$ cat src/rtl/core/utf8ld_pkg.sv
// Shared types and constants for the lenient UTF-8 decoder.
`timescale 1ns / 1ps

package utf8ld_pkg;

    localparam int CP_W   = 21;
    localparam int BYTE_W = 8;
    localparam int PEND_W = 2;
    localparam int STAT_W = 2;

    localparam logic [STAT_W-1:0] ST_CHAR  = 2'd0;
    localparam logic [STAT_W-1:0] ST_TRUNC = 2'd1;
    localparam logic [STAT_W-1:0] ST_END   = 2'd2;

    typedef struct packed {
        logic [PEND_W-1:0] pending;
        logic [CP_W-1:0]   acc;
    } dec_state_t;

    typedef struct packed {
        logic              valid;
        logic [CP_W-1:0]   code_point;
        logic [STAT_W-1:0] status;
    } dec_result_t;

    typedef struct packed {
        logic              end_marker;
        logic [BYTE_W-1:0] in_byte;
    } dec_item_t;

endpackage

$ cat src/rtl/core/utf8_lenient_decoder_top.sv
// Top level of the lenient UTF-8 decoder.
//
// The slave channel takes one byte per transfer: s_tdata[7:0] is the byte,
// s_tuser[0] marks end of text (the byte is then ignored). The master channel
// returns one result per finished character or end marker: m_tdata[20:0] is
// the code point, m_tuser[1:0] the status (character, truncated, end).
// A lead byte produces no result; its sequence completes on the last byte.
// A byte passes the input register and the decode step and lands in the result
// register. The block accepts one byte every cycle unless a result waits on a
// low m_tready and the new byte would produce another result.
// A held result does not block the input: the next byte is still decoded in
// the same cycle the result is taken, and a byte that yields no result moves
// on even while the result register is full.
// Synchronous reset clears both valid flags, the pending count and the
// accumulator. While m_tready is low with a result waiting, a byte that would
// produce a result waits in the input register and s_tready drops.
`timescale 1ns / 1ps

module utf8_lenient_decoder_top
    import utf8ld_pkg::*;
(
    input  logic        aclk,
    input  logic        aresetn,
    input  logic        s_tvalid,
    output logic        s_tready,
    input  logic [7:0]  s_tdata,   // [7:0] in_byte
    input  logic [0:0]  s_tuser,   // [0] end_marker
    output logic        m_tvalid,
    input  logic        m_tready,
    output logic [23:0] m_tdata,   // [20:0] code_point, [23:21] zero
    output logic [1:0]  m_tuser    // [1:0] status
);

    dec_item_t   s_item;
    dec_item_t   item;
    logic        item_valid;
    logic        advance;
    dec_state_t  state_reg;
    dec_state_t  state_next;
    dec_result_t result;

    logic              out_valid_reg;
    logic              out_valid_next;
    logic [CP_W-1:0]   out_cp_reg;
    logic [STAT_W-1:0] out_stat_reg;
    logic              out_free;

    assign s_item.in_byte    = s_tdata;
    assign s_item.end_marker = s_tuser[0];

    utf8ld_in_stage u_in_stage (
        .aclk       (aclk),
        .aresetn    (aresetn),
        .s_tvalid   (s_tvalid),
        .s_tready   (s_tready),
        .s_item     (s_item),
        .advance    (advance),
        .item_valid (item_valid),
        .item       (item)
    );

    utf8ld_decode u_decode (
        .item       (item),
        .state      (state_reg),
        .state_next (state_next),
        .result     (result)
    );

    assign out_free = !out_valid_reg || m_tready;
    assign advance  = item_valid && (!result.valid || out_free);

    always_comb begin
        out_valid_next = out_valid_reg;
        if (m_tready) begin
            out_valid_next = 1'b0;
        end
        if (advance && result.valid) begin
            out_valid_next = 1'b1;
        end
    end

    always_ff @(posedge aclk) begin
        if (!aresetn) begin
            out_valid_reg <= 1'b0;
            state_reg     <= '0;
        end else begin
            out_valid_reg <= out_valid_next;
            if (advance) begin
                state_reg <= state_next;
            end
        end
    end

    always_ff @(posedge aclk) begin
        if (advance && result.valid) begin
            out_cp_reg   <= result.code_point;
            out_stat_reg <= result.status;
        end
    end

    assign m_tvalid = out_valid_reg;
    assign m_tdata  = {3'd0, out_cp_reg};
    assign m_tuser  = out_stat_reg;

endmodule

$ cat src/rtl/core/utf8ld_in_stage.sv
// Input register stage: holds one accepted byte until the decoder takes it.
`timescale 1ns / 1ps

module utf8ld_in_stage
    import utf8ld_pkg::*;
(
    input  logic      aclk,
    input  logic      aresetn,
    input  logic      s_tvalid,
    output logic      s_tready,
    input  dec_item_t s_item,
    input  logic      advance,
    output logic      item_valid,
    output dec_item_t item
);

    logic      valid_reg;
    logic      valid_next;
    dec_item_t item_reg;

    // A new transfer is taken whenever the register is empty or the held item leaves in this cycle.
    assign s_tready   = !valid_reg || advance;
    assign valid_next = s_tready ? s_tvalid : valid_reg;

    always_ff @(posedge aclk) begin
        if (!aresetn) begin
            valid_reg <= 1'b0;
        end else begin
            valid_reg <= valid_next;
        end
    end

    always_ff @(posedge aclk) begin
        if (s_tvalid && s_tready) begin
            item_reg <= s_item;
        end
    end

    assign item_valid = valid_reg;
    assign item       = item_reg;

endmodule

$ cat src/rtl/core/utf8ld_decode.sv
// Single-step decode logic: next state and optional result for one item.
`timescale 1ns / 1ps

module utf8ld_decode
    import utf8ld_pkg::*;
(
    input  dec_item_t   item,
    input  dec_state_t  state,
    output dec_state_t  state_next,
    output dec_result_t result
);

    logic [BYTE_W-1:0] b;
    logic [CP_W-1:0]   cont_bits;
    logic [CP_W-1:0]   acc_merged;

    assign b = item.in_byte;

    always_comb begin
        case (state.pending)
            2'd1:    cont_bits = {15'd0, b[5:0]};
            2'd2:    cont_bits = {9'd0, b[5:0], 6'd0};
            2'd3:    cont_bits = {3'd0, b[5:0], 12'd0};
            default: cont_bits = '0;
        endcase
    end

    assign acc_merged = state.acc | cont_bits;

    always_comb begin
        state_next        = state;
        result.valid      = 1'b0;
        result.code_point = '0;
        result.status     = ST_CHAR;

        if (item.end_marker) begin
            result.valid = 1'b1;
            if (state.pending != '0) begin
                result.status    = ST_TRUNC;
                state_next.pending = '0;
                state_next.acc     = '0;
            end else begin
                result.status = ST_END;
            end
        end else if (state.pending != '0) begin
            // Any byte here is a continuation; its top bits are ignored.
            state_next.pending = state.pending - 2'd1;
            if (state.pending == 2'd1) begin
                result.valid      = 1'b1;
                result.code_point = acc_merged;
                state_next.acc    = '0;
            end else begin
                state_next.acc = acc_merged;
            end
        end else if (b[7] == 1'b0) begin
            result.valid      = 1'b1;
            result.code_point = {13'd0, b};
        end else if (b[7:5] == 3'b110) begin
            state_next.pending = 2'd1;
            state_next.acc     = {10'd0, b[4:0], 6'd0};
        end else if (b[7:4] == 4'b1110) begin
            state_next.pending = 2'd2;
            state_next.acc     = {5'd0, b[3:0], 12'd0};
        end else if (b[7:3] == 5'b11110) begin
            state_next.pending = 2'd3;
            state_next.acc     = {b[2:0], 18'd0};
        end else begin
            // Stray continuation or invalid lead byte passes through as is.
            result.valid      = 1'b1;
            result.code_point = {13'd0, b};
        end
    end

endmodule
$ cat config.mk
export PLATFORM = sky130hd
export DESIGN_NAME = utf8_lenient_decoder_top
export DESIGN_NICKNAME = d
export VERILOG_FILES = /design/src/rtl/core/utf8ld_pkg.sv /design/src/rtl/core/utf8_lenient_decoder_top.sv /design/src/rtl/core/utf8ld_in_stage.sv /design/src/rtl/core/utf8ld_decode.sv
export SDC_FILE = /design/constraint.sdc
export NUM_CORES = 1
export LEC_CHECK = 0
export BUFFER_PORTS_ARGS = -buffer_cell sky130_fd_sc_hd__buf_2
export CELL_PAD_IN_SITES_DETAIL_PLACEMENT = 2
export CELL_PAD_IN_SITES_GLOBAL_PLACEMENT = 2
export CORE_ASPECT_RATIO = 0.5
export CORE_UTILIZATION = 30
export DETAILED_ROUTE_END_ITERATION = 7
export PLACE_DENSITY = 0.73
export SLEW_MARGIN = 10
export SYNTH_ARGS = -nofsm -noshare
export SYNTH_HDL_FRONTEND = slang
export SYNTH_SLANG_ARGS = --single-unit
$ cat constraint.sdc
create_clock -name aclk -period 2.99 [get_ports aclk]
set_input_delay 0.1495 -clock aclk [delete_from_list [all_inputs] [get_ports aclk]]
set_output_delay 0.1495 -clock aclk [all_outputs]
set_load 0.01 [all_outputs]
* After elaboration in Yosys (flattened, before gate mapping)
Cells that the tools add are included.
** Cells by class
- Add/subtract/negate cells :: 1
- $mul :: 0
- Divide/modulo/power cells :: 0
- Magnitude comparators :: 0
- Equal/unequal tests :: 7
- Shifts and indexed selects :: 0
- Multiplexer cells :: 19
- Bitwise gates (word level) :: 1
- Reductions and logical operators :: 14
** Operator list (number)
- $mux 23 :: 7
- $mux 22 :: 6
- $pmux 18 s3 :: 1
- $mux 21 :: 1
- $or 21x18->21 :: 1
- $reduce_bool 2->1 :: 3
- $eq 5x5->1 const B :: 1
- $eq 2x2->1 const B :: 2
- $eq 4x4->1 const B :: 1
- $reduce_and 4->1 :: 1
- $reduce_bool 4->1 :: 1
- $eq 3x3->1 const B :: 1
- $logic_and 1x1->1 :: 3
- $logic_not 1->1 :: 3
- $logic_or 1x1->1 :: 3
- $mux 1 :: 3
- $eq 2x1->1 const B :: 1
- $mux 2 :: 1
- $ne 2x1->1 const B :: 1
- $sub 2x1->2 const B :: 1
** Word-level totals
- Register bits after elaboration :: 57
- Bits in latches :: 0
- Memory bits (writable) :: 0
- Memory bits (read-only) :: 0
- Bits of input ports :: 13
- Output and inout port bits :: 28
- Logic and storage cells :: 50
- Memories :: 0

* Depth between registers and ports, before layout
- Word-level depth :: 12
- Depth in mapped cells :: 6
- Mapped depth without buffers :: 4

* Hierarchy
Synthesis repeated with hierarchy kept, for this count alone.
** Unflattened totals
- Cells, all modules :: 266
- Area total of the unflattened synthesis :: 2841.5 sq um
** By module, submodules not included
- utf8_lenient_decoder_top :: instances 1, cells each 133, area an instance 1717.9 sq um, seq. area each 1171.1 sq um
- utf8ld_decode :: instances 1, cells each 119, area an instance 795.8 sq um, seq. area each 0.0 sq um
- utf8ld_in_stage :: instances 1, cells each 14, area an instance 327.8 sq um, seq. area each 290.3 sq um

* Least setup slack after synthesis
No wires, ideal clock.
- Path type :: reg-to-reg
- Start point :: register u_in_stage.item_reg, in the netlist u_in_stage.item[5]
- End point :: register out_stat_reg[0] (netlist: m_tuser[0]) (enable)
- Arrival time :: 2.023 ns
- Setup slack :: 0.565 ns
- Stages on the path, launching flop included :: 6
- Period minus slack after synthesis :: 2.425 ns
- Cell sequence :: edfxtp_1 > clkbuf_1 > nand3_1 > a41oi_1 > o21ai_0 > nor2_1
** On the way
- Cells in the longest elaborated chain, start to end :: 11
- Elaborated cells on any way between the ends :: 13
** Ends and longest elaborated chain
- start: declaration :: RTL line utf8ld_in_stage.sv:19 : dec_item_t item_reg;
- start signal: assignment :: RTL line utf8ld_in_stage.sv:35 : item_reg <= s_item;
- $eq 5x5->1 :: RTL line utf8ld_decode.sv:64 : end else if (b[7:3] == 5'b11110) begin
- $mux 22 :: RTL line utf8ld_decode.sv:64
- $mux 22 :: RTL line utf8ld_decode.sv:61 : end else if (b[7:4] == 4'b1110) begin
- $mux 22 * :: RTL line utf8ld_decode.sv:58 : end else if (b[7:5] == 3'b110) begin
- $mux 22 * :: RTL line utf8ld_decode.sv:55 : end else if (b[7] == 1'b0) begin
- $mux 22 * :: RTL line utf8ld_decode.sv:45 : end else if (state.pending != '0) begin
- $mux 1 * :: RTL line utf8ld_decode.sv:36 : if (item.end_marker) begin
- $logic_not 1->1 :: RTL line utf8_lenient_decoder_top.sv:70 : assign advance = item_valid && (!result.valid || out_free);
- $logic_or 1x1->1 :: RTL line utf8_lenient_decoder_top.sv:70
- $logic_and 1x1->1 :: RTL line utf8_lenient_decoder_top.sv:70
- $logic_and 1x1->1 * :: RTL line utf8_lenient_decoder_top.sv:95 : if (advance && result.valid) begin
- end signal: assignment :: RTL line utf8_lenient_decoder_top.sv:97 : out_stat_reg <= result.status;
- end: declaration :: RTL line utf8_lenient_decoder_top.sv:45 : logic [STAT_W-1:0] out_stat_reg;
Every way passes the cells marked *; elsewhere a longest branch is shown, timed or not.
A chain may end at the register's enable or synchronous reset.

* Final worst setup path
- Start point :: register u_in_stage.item_reg, in the netlist u_in_stage.item[3]
- End point :: register u_in_stage.item_reg, in the netlist u_in_stage.item[5] (enable)
** On the way
- Cells in the longest elaborated chain, start to end :: 12
** Ends and longest elaborated chain
- $eq 5x5->1 :: RTL line utf8ld_decode.sv:64
- $mux 22 :: RTL line utf8ld_decode.sv:64
- $mux 22 :: RTL line utf8ld_decode.sv:61
- $mux 22 :: RTL line utf8ld_decode.sv:58
- $mux 22 :: RTL line utf8ld_decode.sv:55
- $mux 22 :: RTL line utf8ld_decode.sv:45
- $mux 1 :: RTL line utf8ld_decode.sv:36
- $logic_not 1->1 :: RTL line utf8_lenient_decoder_top.sv:70
- $logic_or 1x1->1 :: RTL line utf8_lenient_decoder_top.sv:70
- $logic_and 1x1->1 :: RTL line utf8_lenient_decoder_top.sv:70
- $logic_or 1x1->1 :: RTL line utf8ld_in_stage.sv:22 : assign s_tready = !valid_reg || advance;
- $logic_and 1x1->1 :: RTL line utf8ld_in_stage.sv:34 : if (s_tvalid && s_tready) begin
No other way between the ends.

==> metrics.md <==
| Metric | Value |
|---|---|
| Clock network power share | 0.499 |
| Hold_sp | s_tvalid |
| Setup bufs post-CTS | 0 |
| Vias in the first global route | 2165 |
| Clock Sinks | 57 |
| Cell Rows | 22 |
| CP Launch Point | u_in_stage.item[3] |
| Reg2Reg Capture Point | u_in_stage.item[5] |
| Final GP Congestion | 0.7760 |
| FF-to-FF path depth | 4 |
| Synth Instances | 227 |
| Effective utilization at floorplan | 0.3223 |
| Final Cycle Share | 0.7325 |
| CORE AREA | 7625 sq um |
| Leakage power | 0.001276 uW |
| Most common cell after layout, fill and taps aside | buf_2 |
| Combinational power share | 0.062 |
| Setup TNS | 0 ps |
| Total global-route track usage | 0.1984 |
| WP data required | ~3000 ps |
| Max stage delay on crit path | 670 ps |
| Die span in y | 66.00 um |
| Cell area after synthesis | approximately 2500 sq um |
| Die extent in x | 130.0 um |
| Power per cell area | 640.4 nW/um^2 |
| CP Depth | 4 |
| CP Launch Type | flop |
| Count of final hold-check violations | 0 |
| IO Pins | 41 |
| Largest net degree at the start of global routing | 21 |
| Reg-to-reg slack, setup | 800 ps |
| Syn Area/Cell | 10.83 sq um |
| Hold Path Class | input port to flop |
| Fillers | 823 |
| CTS Buf Count | 9 |
| Seq/Total Area, Yosys | 0.5947 |
| Antenna violations before repair | 0 |
| Fin nets | around 290 |
| Final standard cell area without fillers | ~3100 sq um |
| CP top delay family | simple AND/OR/NAND/NOR gates |
| Initial DRC count | 102 |
| Highest net fanout along the worst path | 9 |
| Worst-Margin Slew | 843.6 ps |
| Cells along the critical path | nand3_1 -> a41oi_1 -> o211a_1 -> nor2b_1 |
| Area Growth Syn to Fin | 27.55% |
| DP Wirelength | between 5 and 6 mm |
| RSZ-0062 raised after global routing | false |
| H-tree depth | 3 |
| NetSw | 439.2 uW |
| Setup Skew | about 4.2 ps |
| Max reg flops | 23 |
| Final Slew Violations | 0 |
| CP max stage cell | nor2b_1 |
| Synth Register Bits | 57 |
| WL final | 7.455 mm |
| Peak supply drop | 0.0002912 V |
| Critical path capture point type | flop |
| Max_cap viols | 0 |
| Fmax | 456.6 MHz |
| Clock buffer depth | 2 |
| Most frequent cells in the layout | buf_2, edfxtp_1, nand2_1 |
| Switching share of power | 0.2189 |
| Total placed instance area | 2753 sq um |
| Share of cells above drive strength 1 | 0.2349 |
| First-pass GRT wire length | 11.93 mm |
| CTS tree | yes |
| Int Power | ~1600 uW |
| Clock Tree Root | clkbuf_16 |
| DRC | 0 |
| Final Setup Violations | 0 |
| Synth cell types | 38 |
| Number of buffers added on ports | 37 |
| Ant. Diodes | 0 |
| Clock transition at the registers of the reported paths | 50 ps |
| CTS Hold Bufs | 9 |
| Slew HR | 0.4365 |
| Post-DR vias/cell | 5.116 |
| Worst Path Arrival | 2150 ps |
| Tmin final | 2190 ps |
| Critical R2R Launch | u_in_stage.item[3] |
| Worst Setup EP | u_in_stage.item[5] |
| Critical setup path kind | flop to flop |
| Final ANT Viol Nets | 0 |
| Status | finished clean |
| Clk Latency, worst-skew pair | 330 ps |
| Total die area | roughly 8600 sq um |
| Synth warn | 0 |
| Grt total ovfl | 0 |
| Vias | ~2k |
| Routed wire length per instance | 19.16 um |
| Post-CTS sizing | 0 |
| Power share of the sequential group | 0.439 |
| Buf+Inv Stages, Crit Path | 0 |
| Drt first pass iters | 4 |
Yosys cell counts (all sizes together):
| cell | count | area, sq um |
|---|---|---|
| clkbuf | 8 | 30.03 |
| o21ai | 18 | 90.09 |
| nand4 | 5 | 31.28 |
| and3 | 15 | 93.84 |
| nor3 | 3 | 20.02 |
| nand3 | 4 | 20.02 |
| nor4bb | 1 | 10.01 |
| and4bb | 1 | 12.51 |
| mux2i | 3 | 30.03 |
| a22o | 2 | 17.52 |
| a41o | 1 | 10.01 |
| o31a | 3 | 26.28 |
| o21a | 1 | 7.510 |
| a32o | 5 | 50.05 |
| clkinv | 1 | 3.750 |
| nand2b | 1 | 6.260 |
| and2 | 10 | 62.56 |
| conb | 1 | 3.750 |
| dfxtp | 25 | 500.5 |
| inv | 4 | 15.01 |
| o211a | 2 | 20.02 |
| o32ai | 1 | 8.760 |
| nor2b | 5 | 31.28 |
| nor2 | 7 | 28.78 |
| a41oi | 1 | 8.760 |
| nand2 | 28 | 107.6 |
| a21o | 4 | 30.03 |
| o31ai | 2 | 25.02 |
| nor3b | 1 | 7.510 |
| a21oi | 19 | 95.09 |
| buf | 7 | 42.54 |
| edfxtp | 32 | 960.9 |
| a31o | 5 | 43.79 |
| a31oi | 1 | 6.260 |
worst min path at each step:
stage / endpoint / cells past startpoint
after global placement: u_in_stage.item[0] / 1
after CTS: u_in_stage.item_valid / 2
after detailed placement: u_in_stage.item[0] / 1
after global routing: u_in_stage.item_valid / 2
final: u_in_stage.item_valid / 2
after floorplan: u_in_stage.item[0] / 0
worst reg2reg max path: stages (launching register included):
cell,delay [ps]
edfxtp_1,540
nand3_1,180
a41oi_1,150
o211a_1,270
nor2b_1,670
per-stage QoR:
| stage | hold slack [ps] | power, uW | cells | util | setup WS [ps] |
|---|---|---|---|---|---|
| after floorplan | 248.4 | 956.7 | 229 | - | 564.8 |
| after global routing | 44.24 | 2083 | 389 | 0.4111 | 628.4 |
| final | 47.54 | 2007 | 389 | 0.4111 | 799.9 |
| after global placement | 329.8 | 1002 | 364 | 0.3610 | 972.1 |
| after CTS | 42.38 | 2031 | 389 | 0.4111 | 785.3 |
| after detailed placement | 327.9 | 1011 | 364 | 0.3610 | 770.9 |
layout make-up:
type | count | area, sq um | share of cell area
clock buffers | 14 | 254.0 | 0.08104
clock inverters | 2 | 37.54 | 0.01198
inverters | 5 | 18.77 | 0.005988
multi-input cells | 152 | 914.6 | 0.2918
flip-flops and latches | 57 | 1461 | 0.4663
well taps | 108 | 135.1 | 0.04311
repair buffers | 51 | 312.8 | 0.09980
per-layer routing:
metal	wire (um)	global-route usage
met5	0	0
met4	119	0.08285
met3	325	0.07120
met2	3645	0.3215
met1	3365	0.2402
cell families after synthesis:
group	synth area share
and+or+nand+nor	0.1757
AOI/OAI and AO/OA	0.1787
buffers and inverters	0.03717
muxes	0.01222
other	0.001526
DFF	0.5947
power groups by stage:
stage,Combinational (uW),Sequential (uW),Clock [uW]
2_1_floorplan,68.1,889,0
3_5_place_dp,115,896,0
6_report,124,881,1000
5_1_grt,136,883,1060
3_3_place_gp,109,893,0
4_1_cts,125,881,1030
No activity file was read; power rests on OpenSTA's default activity.
